--- config.mk ---
export PLATFORM = sky130hd
export DESIGN_NAME = bounded_list_append_remove_core
export DESIGN_NICKNAME = d
export VERILOG_FILES = /design/src/blar_pkg.sv /design/src/blar_cell.sv /design/src/bounded_list_append_remove_core.sv
export SDC_FILE = /design/constraint.sdc
export NUM_CORES = 1
export LEC_CHECK = 0
export ABC_AREA = 1
export BUFFER_PORTS_ARGS = -buffer_cell sky130_fd_sc_hd__clkbuf_2
export CAP_MARGIN = 20
export CORE_MARGIN = 2
export CORE_UTILIZATION = 24
export DETAILED_ROUTE_END_ITERATION = 10
export PLACE_DENSITY = 0.36
export SYNTH_ARGS = -nofsm -noshare
export SYNTH_HDL_FRONTEND = slang
export SYNTH_SLANG_ARGS = --single-unit
--- constraint.sdc ---
create_clock -name clock -period 4.85 [get_ports clock]
set_input_delay 0.7275 -clock clock [delete_from_list [all_inputs] [get_ports clock]]
set_output_delay 0.7275 -clock clock [all_outputs]
set_load 0.01 [all_outputs]
--- src/blar_pkg.sv ---
`timescale 1ns / 1ps
// Shared types and constants for the bounded list core.
// Used by blar_cell, bounded_list_append_remove_core and blar_checker.
package blar_pkg;

   localparam int DEF_CAPACITY = 16;
   localparam int WORD_W       = 32;
   localparam int POS_W        = 4;
   localparam int CNT_OUT_W    = 5;
   // Index width wide enough for the largest supported capacity (256)
   localparam int CTL_W        = 9;

   typedef enum logic [1:0] {
      CMD_APPEND = 2'd0,
      CMD_POP    = 2'd1,
      CMD_REMOVE = 2'd2,
      CMD_DUMP   = 2'd3
   } cmd_type;

   typedef enum logic [1:0] {
      ST_OK    = 2'd0,
      ST_FULL  = 2'd1,
      ST_EMPTY = 2'd2,
      ST_RANGE = 2'd3
   } status_type;

   // Per-cycle command broadcast to every cell of the chain
   typedef struct packed {
      logic             shift_en;  // cells in [shift_lo, shift_hi) take their neighbor
      logic [CTL_W-1:0] shift_lo;
      logic [CTL_W-1:0] shift_hi;
      logic             load_en;   // cell load_idx takes the broadcast word
      logic [CTL_W-1:0] load_idx;
   } ctl_type;

endpackage

--- src/blar_cell.sv ---
`timescale 1ns / 1ps
// One storage cell of the list chain: holds a word, takes its tail-side
// neighbor on a shift or the broadcast word on a load. Depends on blar_pkg.
module blar_cell #(
   parameter int INDEX = 0
) (
   input  logic                          clock,
   input  blar_pkg::ctl_type             ctl,
   input  logic signed [blar_pkg::WORD_W-1:0] bcast_word,
   input  logic signed [blar_pkg::WORD_W-1:0] next_word,
   output logic signed [blar_pkg::WORD_W-1:0] word
);
   import blar_pkg::*;

   localparam logic [CTL_W-1:0] MY_IDX = CTL_W'(INDEX);

   logic signed [WORD_W-1:0] word_ff;
   logic signed [WORD_W-1:0] word_in;
   logic                     take_next;
   logic                     take_bcast;

   // local decode of the broadcast command
   assign take_next  = ctl.shift_en && (MY_IDX >= ctl.shift_lo) && (MY_IDX < ctl.shift_hi);
   assign take_bcast = ctl.load_en && (MY_IDX == ctl.load_idx);

   always_comb begin
      word_in = word_ff;
      if (take_next) begin
         word_in = next_word;
      end else if (take_bcast) begin
         word_in = bcast_word;
      end
   end

   // payload only, no reset
   always_ff @(posedge clock) begin
      word_ff <= word_in;
   end

   assign word = word_ff;

endmodule

--- src/bounded_list_append_remove_core.sv ---
`timescale 1ns / 1ps
// Bounded ordered list of signed words built as a chain of storage cells.
// Depends on blar_pkg and blar_cell.
//
// An edit (append, remove head, remove at position) is answered with a single
// beat that is ready in the next cycle; all cells shift in parallel. A dump of
// N entries first enters the dump state and then gives N beats, one per cycle
// while the result is not stalled: the head cell is read out and the occupied
// part of the chain rotates by one place per beat, ending in its original
// order. A single result register sits between the sides, so the next request
// is taken in the cycle the last beat leaves. Requests are not taken while a
// dump is running. rsp_count is the occupancy truncated to 5 bits. There is
// no clearing pass after reset.
module bounded_list_append_remove_core #(
   parameter int CAPACITY = blar_pkg::DEF_CAPACITY
) (
   input  logic                                clock,
   input  logic                                reset,
   input  logic                                req_valid,
   output logic                                req_ready,
   input  logic [1:0]                          req_command,
   input  logic signed [blar_pkg::WORD_W-1:0]  req_value,
   input  logic [blar_pkg::POS_W-1:0]          req_position,
   output logic                                rsp_valid,
   input  logic                                rsp_ready,
   output logic [1:0]                          rsp_status,
   output logic signed [blar_pkg::WORD_W-1:0]  rsp_entry,
   output logic                                rsp_last,
   output logic [blar_pkg::CNT_OUT_W-1:0]      rsp_count
);
   import blar_pkg::*;

   localparam int CNT_W = $clog2(CAPACITY + 1);
   localparam logic [CNT_W-1:0] CAP_CNT = CNT_W'(CAPACITY);

   typedef enum logic {
      S_IDLE,
      S_DUMP
   } state_type;

   state_type                 state_ff, state_in;
   logic [CNT_W-1:0]          count_ff, count_in;
   logic [CNT_W-1:0]          idx_ff, idx_in;
   logic                      rsp_valid_ff, rsp_valid_in;
   logic [1:0]                rsp_status_ff, rsp_status_in;
   logic signed [WORD_W-1:0]  rsp_entry_ff, rsp_entry_in;
   logic                      rsp_last_ff, rsp_last_in;
   logic [CNT_OUT_W-1:0]      rsp_count_ff, rsp_count_in;

   ctl_type                   ctl;
   logic signed [WORD_W-1:0]  bcast_word;
   logic signed [WORD_W-1:0]  words [CAPACITY];
   logic [CNT_W-1:0]          tail;
   logic                      slot_free;
   logic                      accept;
   logic                      is_empty;

   // cell chain: cell i takes cell i+1 on a shift
   for (genvar g = 0; g < CAPACITY; g++) begin : g_cell
      logic signed [WORD_W-1:0] nb_word;
      if (g == CAPACITY - 1) begin : g_end
         assign nb_word = '0;
      end else begin : g_mid
         assign nb_word = words[g+1];
      end
      blar_cell #(.INDEX(g)) u_cell (
         .clock      (clock),
         .ctl        (ctl),
         .bcast_word (bcast_word),
         .next_word  (nb_word),
         .word       (words[g])
      );
   end

   assign slot_free = !rsp_valid_ff || rsp_ready;
   assign req_ready = (state_ff == S_IDLE) && slot_free;
   assign accept    = req_valid && req_ready;
   assign tail      = count_ff - CNT_W'(1);
   assign is_empty  = (count_ff == '0);

   // command decode and next-state logic
   always_comb begin
      state_in      = state_ff;
      count_in      = count_ff;
      idx_in        = idx_ff;
      rsp_valid_in  = rsp_valid_ff && !rsp_ready;
      rsp_status_in = rsp_status_ff;
      rsp_entry_in  = rsp_entry_ff;
      rsp_last_in   = rsp_last_ff;
      rsp_count_in  = rsp_count_ff;
      ctl           = '0;
      bcast_word    = req_value;

      case (state_ff)
         S_IDLE: begin
            if (accept) begin
               rsp_entry_in = '0;
               rsp_last_in  = 1'b1;
               case (cmd_type'(req_command))
                  CMD_APPEND: begin
                     if (count_ff == CAP_CNT) begin
                        rsp_status_in = ST_FULL;
                     end else begin
                        ctl.load_en   = 1'b1;
                        ctl.load_idx  = CTL_W'(count_ff);
                        count_in      = count_ff + CNT_W'(1);
                        rsp_status_in = ST_OK;
                     end
                     rsp_valid_in = 1'b1;
                  end
                  CMD_POP: begin
                     if (is_empty) begin
                        rsp_status_in = ST_EMPTY;
                     end else begin
                        ctl.shift_en  = 1'b1;
                        ctl.shift_lo  = '0;
                        ctl.shift_hi  = CTL_W'(tail);
                        count_in      = tail;
                        rsp_status_in = ST_OK;
                     end
                     rsp_valid_in = 1'b1;
                  end
                  CMD_REMOVE: begin
                     if (is_empty) begin
                        rsp_status_in = ST_EMPTY;
                     end else if (32'(req_position) >= 32'(count_ff)) begin
                        rsp_status_in = ST_RANGE;
                     end else begin
                        ctl.shift_en  = 1'b1;
                        ctl.shift_lo  = CTL_W'(req_position);
                        ctl.shift_hi  = CTL_W'(tail);
                        count_in      = tail;
                        rsp_status_in = ST_OK;
                     end
                     rsp_valid_in = 1'b1;
                  end
                  CMD_DUMP: begin
                     if (is_empty) begin
                        rsp_status_in = ST_EMPTY;
                        rsp_valid_in  = 1'b1;
                     end else begin
                        state_in = S_DUMP;
                        idx_in   = '0;
                     end
                  end
                  default: begin
                     rsp_valid_in = 1'b1;
                  end
               endcase
               rsp_count_in = CNT_OUT_W'(count_in);
            end
         end
         S_DUMP: begin
            // read the head, rotate the occupied cells by one place
            if (slot_free) begin
               ctl.shift_en  = 1'b1;
               ctl.shift_lo  = '0;
               ctl.shift_hi  = CTL_W'(tail);
               ctl.load_en   = 1'b1;
               ctl.load_idx  = CTL_W'(tail);
               bcast_word    = words[0];
               rsp_valid_in  = 1'b1;
               rsp_status_in = ST_OK;
               rsp_entry_in  = words[0];
               rsp_last_in   = (idx_ff == tail);
               rsp_count_in  = CNT_OUT_W'(count_ff);
               idx_in        = idx_ff + CNT_W'(1);
               if (idx_ff == tail) begin
                  state_in = S_IDLE;
                  idx_in   = '0;
               end
            end
         end
         default: begin
            state_in = S_IDLE;
         end
      endcase
   end

   // state and registered outputs
   always_ff @(posedge clock) begin
      if (reset) begin
         state_ff     <= S_IDLE;
         count_ff     <= '0;
         idx_ff       <= '0;
         rsp_valid_ff <= 1'b0;
      end else begin
         state_ff     <= state_in;
         count_ff     <= count_in;
         idx_ff       <= idx_in;
         rsp_valid_ff <= rsp_valid_in;
      end
      rsp_status_ff <= rsp_status_in;
      rsp_entry_ff  <= rsp_entry_in;
      rsp_last_ff   <= rsp_last_in;
      rsp_count_ff  <= rsp_count_in;
   end

   assign rsp_valid  = rsp_valid_ff;
   assign rsp_status = rsp_status_ff;
   assign rsp_entry  = rsp_entry_ff;
   assign rsp_last   = rsp_last_ff;
   assign rsp_count  = rsp_count_ff;

endmodule

* Word level (Yosys, flattened, before mapping)
Cells that the tools add are included.
** Word-level totals
- Register bits after elaboration :: 564
- Input port bits :: 42
** Cells by class
- $lt $le $gt $ge :: 33
- Add/sub/neg operators :: 3
- Bitwise logic cells :: 1
- Multiplexer cells :: 81
- Eq/ne operators :: 25
- Reductions and logical operators :: 77
** Operators with widths (count)
- $mux W32 :: 34
- $eq A4 B9 Y1 const A :: 8
- $ge A4 B9 Y1 const A :: 8
- $lt A4 B9 Y1 const A :: 8
- $pmux W32 S2 :: 1
- $mux W29 :: 2
- $pmux W29 S2 :: 1
- $mux W19 :: 3
- $mux W5 :: 11
- $logic_and A1 B1 Y1 :: 51
- $pmux W19 S2 :: 1
- $eq A3 B9 Y1 const A :: 4
- $ge A3 B9 Y1 const A :: 4
- $lt A3 B9 Y1 const A :: 4
- $reduce_bool A2 Y1 :: 15
- $mux W10 :: 2
- $pmux W5 S2 :: 2
- $eq A2 B9 Y1 const A :: 2
- $ge A1 B9 Y1 const A :: 2
- $ge A2 B9 Y1 const A :: 2
- $lt A1 B9 Y1 const A :: 2
- $lt A2 B9 Y1 const A :: 2
- $pmux W5 S3 :: 1
- $mux W2 :: 6
- 25 further kinds :: 44

* Depth between registers and ports, before layout
Gate-level depths: netlist (run 1).
- Word-level depth :: 10
- Gate-level depth with buffers :: 23
- Gate-level depth less buffers :: 21

* Hierarchy
Synthesis (run 1) repeated with hierarchy kept, for this count alone.
** Unflattened totals
- Cells, all modules :: 3054
- Area total of the unflattened synthesis :: 28827.6 µm²
** By module, submodules not included
- bounded_list_append_remove_core :: area an instance 3352.0 µm², cells an instance 456, times used 1
- blar_cell at g_cell[12].u_cell ... :: area an instance 1565.3 µm², cells an instance 166, times used 2
- blar_cell at g_cell[5].u_cell :: area an instance 1890.6 µm², cells an instance 162, times used 1
- blar_cell at g_cell[7].u_cell :: area an instance 1702.9 µm², cells an instance 164, times used 1
- blar_cell at g_cell[15].u_cell :: area an instance 1612.8 µm², cells an instance 163, times used 1
- blar_cell at g_cell[13].u_cell :: area an instance 1609.0 µm², cells an instance 160, times used 1
- blar_cell at g_cell[14].u_cell :: area an instance 1567.8 µm², cells an instance 164, times used 1
- blar_cell at g_cell[10].u_cell :: area an instance 1564.0 µm², cells an instance 166, times used 1
- blar_cell at g_cell[2].u_cell :: area an instance 1555.2 µm², cells an instance 163, times used 1
- blar_cell at g_cell[9].u_cell :: area an instance 1555.2 µm², cells an instance 162, times used 1
- blar_cell at g_cell[11].u_cell :: area an instance 1554.0 µm², cells an instance 163, times used 1
- blar_cell at g_cell[4].u_cell :: area an instance 1552.7 µm², cells an instance 161, times used 1
- blar_cell at g_cell[6].u_cell :: area an instance 1547.7 µm², cells an instance 158, times used 1
- blar_cell at g_cell[3].u_cell :: area an instance 1546.5 µm², cells an instance 161, times used 1
- 2 more rows

* Worst setup path after synthesis (run 1)
Ideal clock, no wire load.
- Kind :: input to register
- Start :: input rsp_ready
- End :: register g_cell[3].u_cell.word_ff[0], enable pin
- Cell stages on the path :: 12
- Setup slack :: 0.205 ns
- Arrival time :: 4.179 ns
- Path through :: inv_1 > nand2_1 > inv_1 > nor2_1 > nand2_1 > nor2_1 > nand3_1 > o21ai_0 > inv_1 > nor2_1 > nand2_1 > o21ai_0
** On the way
- Longest elaborated chain between the ends :: 9
- Elaborated cells between the ends (all ways) :: 13
- Classes of those cells :: 2 x order compare; 1 x eq/ne; 3 x mux; 7 x reduce/logical
** RTL lines
- start: declaration :: line bounded_list_append_remove_core.sv:25 : input logic rsp_ready,
- $logic_or A1 B1 Y1 * :: line bounded_list_append_remove_core.sv:75 : assign slot_free = !rsp_valid_ff || rsp_ready;
- $logic_and A1 B1 Y1 * :: line bounded_list_append_remove_core.sv:76 : assign req_ready = (state_ff == S_IDLE) && slot_free;
- via req_ready :: line bounded_list_append_remove_core.sv:20 : output logic req_ready,
- $logic_and A1 B1 Y1 * :: line bounded_list_append_remove_core.sv:77 : assign accept = req_valid && req_ready;
- $mux W29 * :: line bounded_list_append_remove_core.sv:96 : if (accept) begin
- $pmux W29 S2 * :: line bounded_list_append_remove_core.sv:94 : case (state_ff)
- $ge A2 B9 Y1 :: line blar_cell.sv:23 : assign take_next = ctl.shift_en && (MY_IDX >= ctl.shift_lo) && (MY_IDX < ctl.shift_hi);
- $logic_and A1 B1 Y1 (2 in a row) :: line blar_cell.sv:23
- $reduce_bool A2 Y1 (no source line) *
- end signal: assignment :: line blar_cell.sv:37 : word_ff <= word_in;
- end: declaration :: line blar_cell.sv:17 : logic signed [WORD_W-1:0] word_ff;
Mark *: on every way through the listed nets, which the timed path passes. The rest lies on a longest branch.
A chain may end at the register's enable or synchronous reset.

* Final worst setup path (run 1)
- Start :: register count_ff[2]
- End :: register g_cell[14].u_cell.word_ff[14], enable pin
** On the way
- Longest elaborated chain between the ends :: 10
- Elaborated cells between the ends (all ways) :: 20
- Classes of those cells :: 1 x add/sub; 3 x order compare; 2 x eq/ne; 9 x mux; 5 x reduce/logical
** RTL lines
- start: declaration :: line bounded_list_append_remove_core.sv:42 : logic [CNT_W-1:0] count_ff, count_in;
- start signal: assignment :: line bounded_list_append_remove_core.sv:189 : count_ff <= count_in;
- $ge A4 B5 Y1 :: line bounded_list_append_remove_core.sv:126 : end else if (32'(req_position) >= 32'(count_ff)) begin
- $mux W19 :: line bounded_list_append_remove_core.sv:126
- $mux W19 :: line bounded_list_append_remove_core.sv:124 : if (is_empty) begin
- $pmux W19 S2 :: line bounded_list_append_remove_core.sv:99 : case (cmd_type'(req_command))
- $mux W29 :: line bounded_list_append_remove_core.sv:96
- $pmux W29 S2 * :: line bounded_list_append_remove_core.sv:94
- $ge A4 B9 Y1 :: line blar_cell.sv:23
- $logic_and A1 B1 Y1 (2 in a row) :: line blar_cell.sv:23
- $reduce_bool A2 Y1 (no source line) *
- end signal: assignment :: line blar_cell.sv:37
- end: declaration :: line blar_cell.sv:17
Mark *: on every way between the ends. The rest lies on a longest branch, timed or not.

==> results.json, run 1 <==
{
  "status": "finished clean",
  "avgSynthCellArea_sq_um": 9.515,
  "finalWorstSetupSlack_ns": 0.7903,
  "dp_hpwl_mm": 48.11,
  "avgRoutedWirePerCell_microns": 16.24,
  "via_per_inst": 4.265,
  "finalSetupTns_ns": 0,
  "leakagePower_nw": 12.61,
  "rows": 120,
  "hp-class": "in -> reg",
  "worst_pin_slew_ns": 1.021,
  "dieArea_sq_um": 110600,
  "cts-resized-gates": 0,
  "initial_core_util_pct": 24.20,
  "worst_slew_margin_rel_pct": 31.67,
  "die_w_microns": 332.6,
  "netlist.top_cell.by_area": "edfxtp_1",
  "grt_pass1_wl_mm": 107.1,
  "ys.flop_type": "edfxtp_1",
  "synth_nets": 2779,
  "cts-root-buf": "clkbuf_16",
  "drive_gt1_share_pct": 11.74,
  "dp_slack_ns": 0.6341,
  "ant_nets": 0,
  "final_nets": 2834,
  "setup_viol": 0,
  "powerDensity_nw_per_um2": 407.4,
  "slew_violations": 0,
  "path_clk_slew_ns": 0.06,
  "gp_congestion": 0.8468,
  "grt_pass1_vias": 17584,
  "syn_to_final_growth_pct": 16.08,
  "path_class": "reg -> reg",
  "yosysWarnings": 0,
  "grt_remaining_overflow": 0,
  "firstDrtPassIters": 5,
  "rr_worst_depth": 15,
  "grt_setup_unrepaired": "false",
  "critPathLaunch": "count_ff[2]",
  "reg2reg_slack_ns": 0.79,
  "fill_cells": 11141,
  "cts_buffers": 68,
  "cts_tree": "built",
  "routed_wl_mm": 68.75,
  "end_kind": "flop",
  "route.detailed.drc": 0,
  "postCtsSetupBuffers": 0,
  "ys_ff_latch": 564,
  "cts_hold_buffers": 0,
  "yosysSeqAreaShare_pct": 63.67,
  "synth_top_area_share_pct": 60.27,
  "critPathRequiredTime_ns": 5.08,
  "worstPathMaxFanout": 33,
  "synthTopCellsByArea": "edfxtp_1 60%, nand2_1 13%, nand3_1 6.6%",
  "boundaryPins": 84,
  "fin_area_sq_um": 30080,
  "globalRouteTotalUtil_pct": 12.42,
  "drt_iter0_drc": 1120,
  "post-route-min-period_ns": 4.060,
  "cts_max_level": 3,
  "rr_endpoint": "g_cell[14].u_cell.word[14]",
  "synth_cell_types": 42,
  "antenna_found_initial": 1,
  "power.total_w": 0.01225,
  "max_freq_mhz": 246.3,
  "coreArea_sq_um": 107100,
  "cts_buffer_depth": 3,
  "critPathArrivalTime_ns": 4.29,
  "clock_sinks": 564,
  "timing.rr.start": "count_ff[2]",
  "async_flop_share_pct": 0,
  "synth-edff-count": 520,
  "synth_area_sq_um": 25910,
  "num_vias": 18054,
  "ir_drop_mv": 0.1979,
  "port_buffers": 83,
  "grt_start_max_net_pins": 65,
  "worst_clock_skew_ns": 0.01825,
  "placed_area_sq_um": 28000,
  "clk_latency_ns": 0.60,
  "hold_viol": 0,
  "setup.worst_path.end": "g_cell[14].u_cell.word[14]",
  "dieHeight_microns": 332.6,
  "cap_violations": 0,
  "synthCells": 2723,
  "worstSetupStartpointType": "flop",
  "period_share_pct": 83.70
}
critical path, cell delays in order, from the launching register on:
cell and delay [ns]:
dfxtp_1 0.56, inv_2 0.15, ha_1 0.32, a21oi_1 0.14
nand2_1 0.08, nand2_1 0.11, nand3_4 0.12, nand2_2 0.11
nand2_1 0.06, nand2_1 0.33, o21ai_1 0.45, a21oi_2 0.30
nand2_1 0.08, buf_4 0.27, o21ai_2 0.11, buf_4 0.45
state kept, by name (all words and copies together) (netlist names):
register and count:
count_ff 5, rsp_last 1, idx_ff 5, g_cell.u_cell.word 512
rsp_status 2, state_ff 1, rsp_entry 32, rsp_count 5
rsp_valid 1
layer usage:
metal / GRT usage (%) / share of wire (%)
met3: 2.548 / 5.1
met2: 19.02 / 43
met1: 17.60 / 50
met4: 3.607 / 1.8
met5: 0 / 0
through the flow:
stage / hold slack [ns] / utilization, % / std cells
floorplan: 0.4559 / - / 2723
detailed placement: 0.4733 / 26.16 / 4111
global route: 0.3531 / 28.09 / 4232
CTS: 0.3226 / 28.09 / 4232
global placement: 0.4646 / 26.16 / 4111
finish: 0.3727 / 28.09 / 4233
where the power goes:
group	switching, W	total (W)	internal [W]	leakage, nW
sequential	0.0000670	0.00577	0.00570	5.11
clock	0.00202	0.00484	0.00282	1.01
combinational	0.00122	0.00164	0.000426	6.50
worst min-delay path by stage:
stage / startpoint / end / slack [ns] / cells after the start
2_1_floorplan: g_cell[15].u_cell.word[0] / g_cell[15].u_cell.word[0] / 0.46 / 2
3_3_place_gp: g_cell[15].u_cell.word[10] / g_cell[15].u_cell.word[10] / 0.46 / 2
3_5_place_dp: g_cell[15].u_cell.word[10] / g_cell[15].u_cell.word[10] / 0.47 / 2
4_1_cts: reset / rsp_valid / 0.32 / 2
5_1_grt: reset / rsp_valid / 0.35 / 2
6_report: reset / rsp_valid / 0.37 / 2
cell type report:
class,instances,area (sq um),share of cell area (%)
diodes,1,2.502,0.008321
clock buffers,98,1938,6.444
clock inverters,23,132.6,0.4410
inverters,206,774.5,2.575
multi-input cells,1768,7894,26.25
flip-flops and latches,564,16500,54.85
well taps,1403,1755,5.837
repair buffers,170,1081,3.594
cell families (layout without fill, tap and decap cells):
family | after synthesis | in the layout | synth area share [%]
simple gates | 1479 | 1479 | 23.63
other cells | 0 | 1 | 0
mux | 1 | 1 | 0.03864
fa+ha+maj | 14 | 14 | 0.6761
compound gates | 266 | 266 | 5.298
xor+xnor | 8 | 8 | 0.2994
flops | 564 | 564 | 63.67
buf+inv | 391 | 497 | 6.389
cells in the mapped netlist, types with 5 or more instances:
library cell	count
inv_2	11
o21ai_1	15
a21oi_1	116
edfxtp_1	520
ha_1	14
o21ai_0	122
xor2_1	6
buf_4	17
nand4_1	5
nand2_2	11
nand3_1	340
buf_1	6
nand2_1	912
clkbuf_1	69
dfxtp_1	44
buf_2	90
nor2_4	6
nor2_1	192
inv_1	193
layout by cell type (no fill, tap or decap), types with 7 or more instances in the layout:
cell type and n:
dfxtp_1 43, nand2_2 12, clkinv_1 15, inv_2 11
o21ai_2 23, buf_4 86, o21ai_1 28, inv_1 192
edfxtp_1 520, clkbuf_1 21, clkbuf_16 71, nand3_1 338
nor2_1 189, ha_1 14, a21oi_1 116, clkinv_2 7
nand2_1 911, clkbuf_2 83, o21ai_0 84
Note: power is estimated with default switching activity, not from simulation.
==> run 2, diff against run 1 <==
ABC_AREA = 0   (was 1)
clock period = 3.4 ns   (was 4.85 ns; I/O delays follow)
==> results.json, run 2 <==
{
  "cts_max_level": 3,
  "dieArea_sq_um": 110200,
  "cts_buffer_depth": 3,
  "hold_viol": 0,
  "cts_tree": "built",
  "ys_ff_latch": 564,
  "hp-class": "in -> reg",
  "synthTopCellsByArea": "edfxtp_1 60%, mux2_2 20%, dfxtp_1 3.4%",
  "routed_wl_mm": 71.07,
  "coreArea_sq_um": 106900,
  "leakagePower_nw": 10.80,
  "ant_nets": 0,
  "die_w_microns": 332.0,
  "grt_pass1_wl_mm": 103.5,
  "slowest_stage": "or4b_4",
  "rr_endpoint": "g_cell[0].u_cell.word[11]",
  "grt_start_max_net_pins": 65,
  "grt_remaining_overflow": 0,
  "status": "finished clean",
  "critPathRequiredTime_ns": 3.77,
  "crit_family": "buffers and inverters",
  "worstSetupStartpointType": "flop",
  "dp_slack_ns": -0.2074,
  "via_per_inst": 4.438,
  "worst_pin_slew_ns": 0.8184,
  "synth-edff-count": 520,
  "yosysSeqAreaShare_pct": 63.90,
  "port_buffers": 83,
  "cpPeakStageDelay_ns": 0.46,
  "finalSetupTns_ns": 0,
  "max_freq_mhz": 303.9,
  "synth_most_common_cell": "edfxtp_1",
  "initial_core_util_pct": 24.15,
  "final_cell_mix": "520 x edfxtp_1, 467 x mux2_2, 126 x nand2_1, 83 x clkbuf_2, 78 x clkbuf_16",
  "antenna_found_initial": 2,
  "cts-root-buf": "clkbuf_16",
  "synthCells": 1693,
  "path_class": "reg -> reg",
  "avgRoutedWirePerCell_microns": 21.51,
  "fill_cells": 10752,
  "cap_violations": 0,
  "ys.flop_type": "edfxtp_1",
  "synth_area_sq_um": 25810,
  "worst_slew_margin_rel_pct": 44.67,
  "layout_commonest_cell": "edfxtp_1",
  "drt_iter0_drc": 909,
  "cts_hold_buffers": 0,
  "powerDensity_nw_per_um2": 613.7,
  "rows": 120,
  "dieHeight_microns": 332.0,
  "path_clk_slew_ns": 0.06,
  "firstDrtPassIters": 5,
  "clock_sinks": 564,
  "worst_clock_skew_ns": 0.01951,
  "timing.rr.start": "count_ff[1]",
  "syn_to_final_growth_pct": 22.03,
  "netlist.top_cell.by_area": "edfxtp_1",
  "synth_top_area_share_pct": 60.49,
  "gp_congestion": 0.8008,
  "path_cells": "inv_1 -> buf_4 -> ha_1 -> or4b_4 -> ha_1 -> and2_1 -> a311o_1 -> nand3_4 -> inv_2 -> o221ai_4 -> buf_12 -> buf_16 -> o21ai_4 -> buf_12 -> clkbuf_16",
  "fin_util_pct": 29.47,
  "grt_pass1_vias": 14981,
  "async_flop_share_pct": 0,
  "boundaryPins": 84,
  "finalWorstSetupSlack_ns": 0.1096,
  "yosysWarnings": 0,
  "end_kind": "flop",
  "period_share_pct": 96.78,
  "post-route-min-period_ns": 3.290,
  "num_vias": 14662,
  "synth_cell_types": 66,
  "worstPathMaxFanout": 5,
  "dp_hpwl_mm": 44.15,
  "crit_buf_inv": 7,
  "synth_nets": 1749,
  "reg2reg_slack_ns": 0.11,
  "final_nets": 1898,
  "yosys-top-cells-count": "520 x edfxtp_1, 467 x mux2_2, 130 x nand2_1, 70 x clkbuf_1, 49 x inv_1",
  "critPathArrivalTime_ns": 3.66,
  "drive_gt1_share_pct": 44.84,
  "rr_worst_depth": 15,
  "min_from": "reset",
  "setup_viol": 0,
  "route.detailed.drc": 0,
  "largest_reg_flops": 512,
  "clk_latency_ns": 0.62,
  "holdPathEnd": "count_ff[2]",
  "power.total_w": 0.01933,
  "ir_drop_mv": 0.3362,
  "globalRouteTotalUtil_pct": 12.49,
  "avgSynthCellArea_sq_um": 15.25,
  "cts_buffers": 70,
  "slew_violations": 0,
  "hold_path_depth": 2
}
[run 2: per-stage QoR]
stage	hold WS, ns	instances	instance area (sq um)
CTS	0.1803	3293	31250
finish	0.2392	3304	31500
detailed placement	0.5108	3163	29080
global route	0.2037	3303	31500
global placement	0.5136	3163	29080
floorplan	0.4996	1693	25920
[run 2: how the worst max path moves through the flow]
stage                          startpoint                        end  cells after the start
after floorplan               count_ff[0]   g_cell[1].u_cell.word[0]                      8
after global placement    req_position[0]  g_cell[0].u_cell.word[26]                     15
after detailed placement  req_position[2]  g_cell[6].u_cell.word[23]                     13
after CTS                     count_ff[2]  g_cell[6].u_cell.word[23]                     13
after global routing          count_ff[1]  g_cell[0].u_cell.word[11]                     15
final                         count_ff[1]  g_cell[0].u_cell.word[11]                     15
[run 2: report_power, final]
part / total (W) / internal, W / switching, W
combinational: 0.00348 / 0.00162 / 0.00186
sequential: 0.00871 / 0.00851 / 0.000195
clock: 0.00715 / 0.00419 / 0.00296
total: 0.0193 / 0.0143 / 0.00501
[run 2: final cells by class]
| class | count | area [sq um] | area share (%) |
|---|---|---|---|
| diodes | 1 | 2.502 | 0.007943 |
| clock buffers | 101 | 1972 | 6.259 |
| clock inverters | 29 | 200.2 | 0.6355 |
| inverters | 51 | 191.4 | 0.6077 |
| multi-input cells | 948 | 8685 | 27.57 |
| flip-flops and latches | 564 | 16500 | 52.37 |
| well taps | 1403 | 1755 | 5.572 |
| repair buffers | 207 | 2200 | 6.982 |
[run 2: metal layers]
metal,GRT usage [%],share of wire (%)
met1,17.51,48
met2,19.59,46
met3,2.446,3.8
met4,3.356,2.2
met5,0,0
[run 2: kinds of logic after synthesis]
family | after synthesis | share of synthesized area (%)
adders and majority gates | 14 | 0.6786
xor gates and xnor gates | 11 | 0.3732
AOI/OAI and AO/OA | 182 | 5.579
muxes | 482 | 21.02
and+or+nand+nor | 259 | 4.823
buffers and inverters | 181 | 3.625
DFF | 564 | 63.90
[run 2: what timing repair did]
action / 4_1_cts / 5_1_grt
buffers inserted: 0 / 4
gates resized for setup: 0 / 11
endpoints found under the setup margin: 0 / 287
==> run 3, diff against run 2 <==
CAP_MARGIN = default   (was 20)
MAX_ROUTING_LAYER = met4   (was default)
==> results.json, run 3 (synthesis gave the netlist of run 2 again) <==
{
  "gr-usage-met3_pct": 2.435,
  "cts_buffer_depth": 3,
  "cts_hold_buffers": 0,
  "globalRouteTotalUtil_pct": 12.86,
  "routed_wl_mm": 71.20,
  "worstPathMaxFanout": 5,
  "fill_cells": 10750,
  "slew_violations": 0,
  "path_clk_slew_ns": 0.06,
  "cap_violations": 0,
  "drive_gt1_share_pct": 44.90,
  "leakagePower_nw": 10.81,
  "slowest_stage": "or4b_4",
  "max_freq_mhz": 303.2,
  "ir_drop_mv": 0.3360,
  "hold_ws_ns": 0.2319,
  "end_kind": "flop",
  "rows": 120,
  "avgRoutedWirePerCell_microns": 21.52,
  "num_vias": 14708,
  "cts_tree": "built",
  "cpPeakStageDelay_ns": 0.46,
  "final_nets": 1900,
  "worst_pin_slew_ns": 0.8330,
  "placed_area_sq_um": 29080,
  "cts-root-buf": "clkbuf_16",
  "firstDrtPassIters": 5,
  "clk_latency_ns": 0.62,
  "cts_buffers": 70,
  "dp_hpwl_mm": 44.15,
  "powerDensity_nw_per_um2": 613.9,
  "period_share_pct": 97.00,
  "ant_nets": 0,
  "hp-class": "in -> reg",
  "boundaryPins": 84,
  "dieArea_sq_um": 110200,
  "fin_area_sq_um": 31520,
  "grt_start_max_net_pins": 65,
  "grt_use_met2_pct": 19.58,
  "power.total_w": 0.01935,
  "worstSetupStartpointType": "flop",
  "final_cell_mix": "520 x edfxtp_1, 467 x mux2_2, 126 x nand2_1, 83 x clkbuf_2, 78 x clkbuf_16",
  "path_class": "reg -> reg",
  "antenna_found_initial": 2,
  "gp_congestion": 0.8123,
  "critPathArrivalTime_ns": 3.67,
  "layout_commonest_cell": "edfxtp_1",
  "worst_clock_skew_ns": 0.02189,
  "crit_family": "buffers and inverters",
  "path_cells": "inv_1 -> buf_4 -> ha_1 -> or4b_4 -> ha_1 -> and2_1 -> a311o_1 -> nand3_4 -> inv_2 -> o221ai_4 -> buf_12 -> buf_16 -> o21ai_4 -> buf_12 -> clkbuf_16",
  "grt_remaining_overflow": 0,
  "die_w_microns": 332.0,
  "syn_to_final_growth_pct": 22.11,
  "worst_slew_margin_rel_pct": 43.68,
  "route.detailed.drc": 0,
  "setup_viol": 0,
  "via_per_inst": 4.446,
  "dieHeight_microns": 332.0,
  "grt_pass1_vias": 14984,
  "coreArea_sq_um": 106900,
  "initial_core_util_pct": 24.15,
  "grt_pass1_wl_mm": 103.5,
  "post-route-min-period_ns": 3.298,
  "status": "finished clean",
  "critPathRequiredTime_ns": 3.77,
  "grt_use_met1_pct": 17.53,
  "crit_buf_inv": 7,
  "largest_reg_flops": 512,
  "drt_iter0_drc": 948,
  "grt.busiest_layer": "met2",
  "fin_util_pct": 29.49,
  "clock_sinks": 564,
  "port_buffers": 83,
  "cts_max_level": 3,
  "hold_viol": 0
}
run 3: changes by cell type in the layout (fill, tap and decap cells not counted):
cell | previous run | this run
buf_4 | 57 | 59
diode_2 | 1 | 3
run 3: where the power goes:
| part | switching, W | internal (W) |
|---|---|---|
| clock | 0.00297 | 0.00419 |
| combinational | 0.00186 | 0.00162 |
| sequential | 0.000196 | 0.00851 |
run 3: layout make-up:
class | count | area (sq um) | share of cell area, %
flip-flops and latches | 564 | 16500 | 52.33
diodes | 3 | 7.507 | 0.02382
well taps | 1403 | 1755 | 5.569
inverters | 51 | 191.4 | 0.6073
repair buffers | 209 | 2215 | 7.025
clock inverters | 29 | 200.2 | 0.6351
multi-input cells | 948 | 8685 | 27.55
clock buffers | 101 | 1972 | 6.255
run 3: worst paths after layout:
kind	start	endpoint	slack (ns)	cells after the start
setup reg to reg	count_ff[1]	g_cell[0].u_cell.word[11]	0.10	15
hold / removal	reset	count_ff[2]	0.23	2
hold reg to reg	g_cell[7].u_cell.word[5]	g_cell[6].u_cell.word[5]	0.52	1
setup / recovery	count_ff[1]	g_cell[0].u_cell.word[11]	0.10	15
run 3: what timing repair did:
action,4_1_cts,5_1_grt
buffers inserted,0,6
endpoints found under the setup margin,0,292
resized for setup,0,11
run 3: metrics by stage:
stage	setup TNS [ns]	setup slack (ns)	instances
after CTS	0	0.04225	3293
after global placement	-103.28	-0.2860	3163
after global routing	-0.1002	-0.01933	3305
final	0	0.1020	3308
after floorplan	-38.05	-0.4536	1693
after detailed placement	-63.25	-0.2074	3163
run 3: routing by layer:
metal	part of all wire, %	wire (microns)
met2	45	32340
met4	2.2	1555
met5	0	0
met1	48	34420
met3	4.1	2885
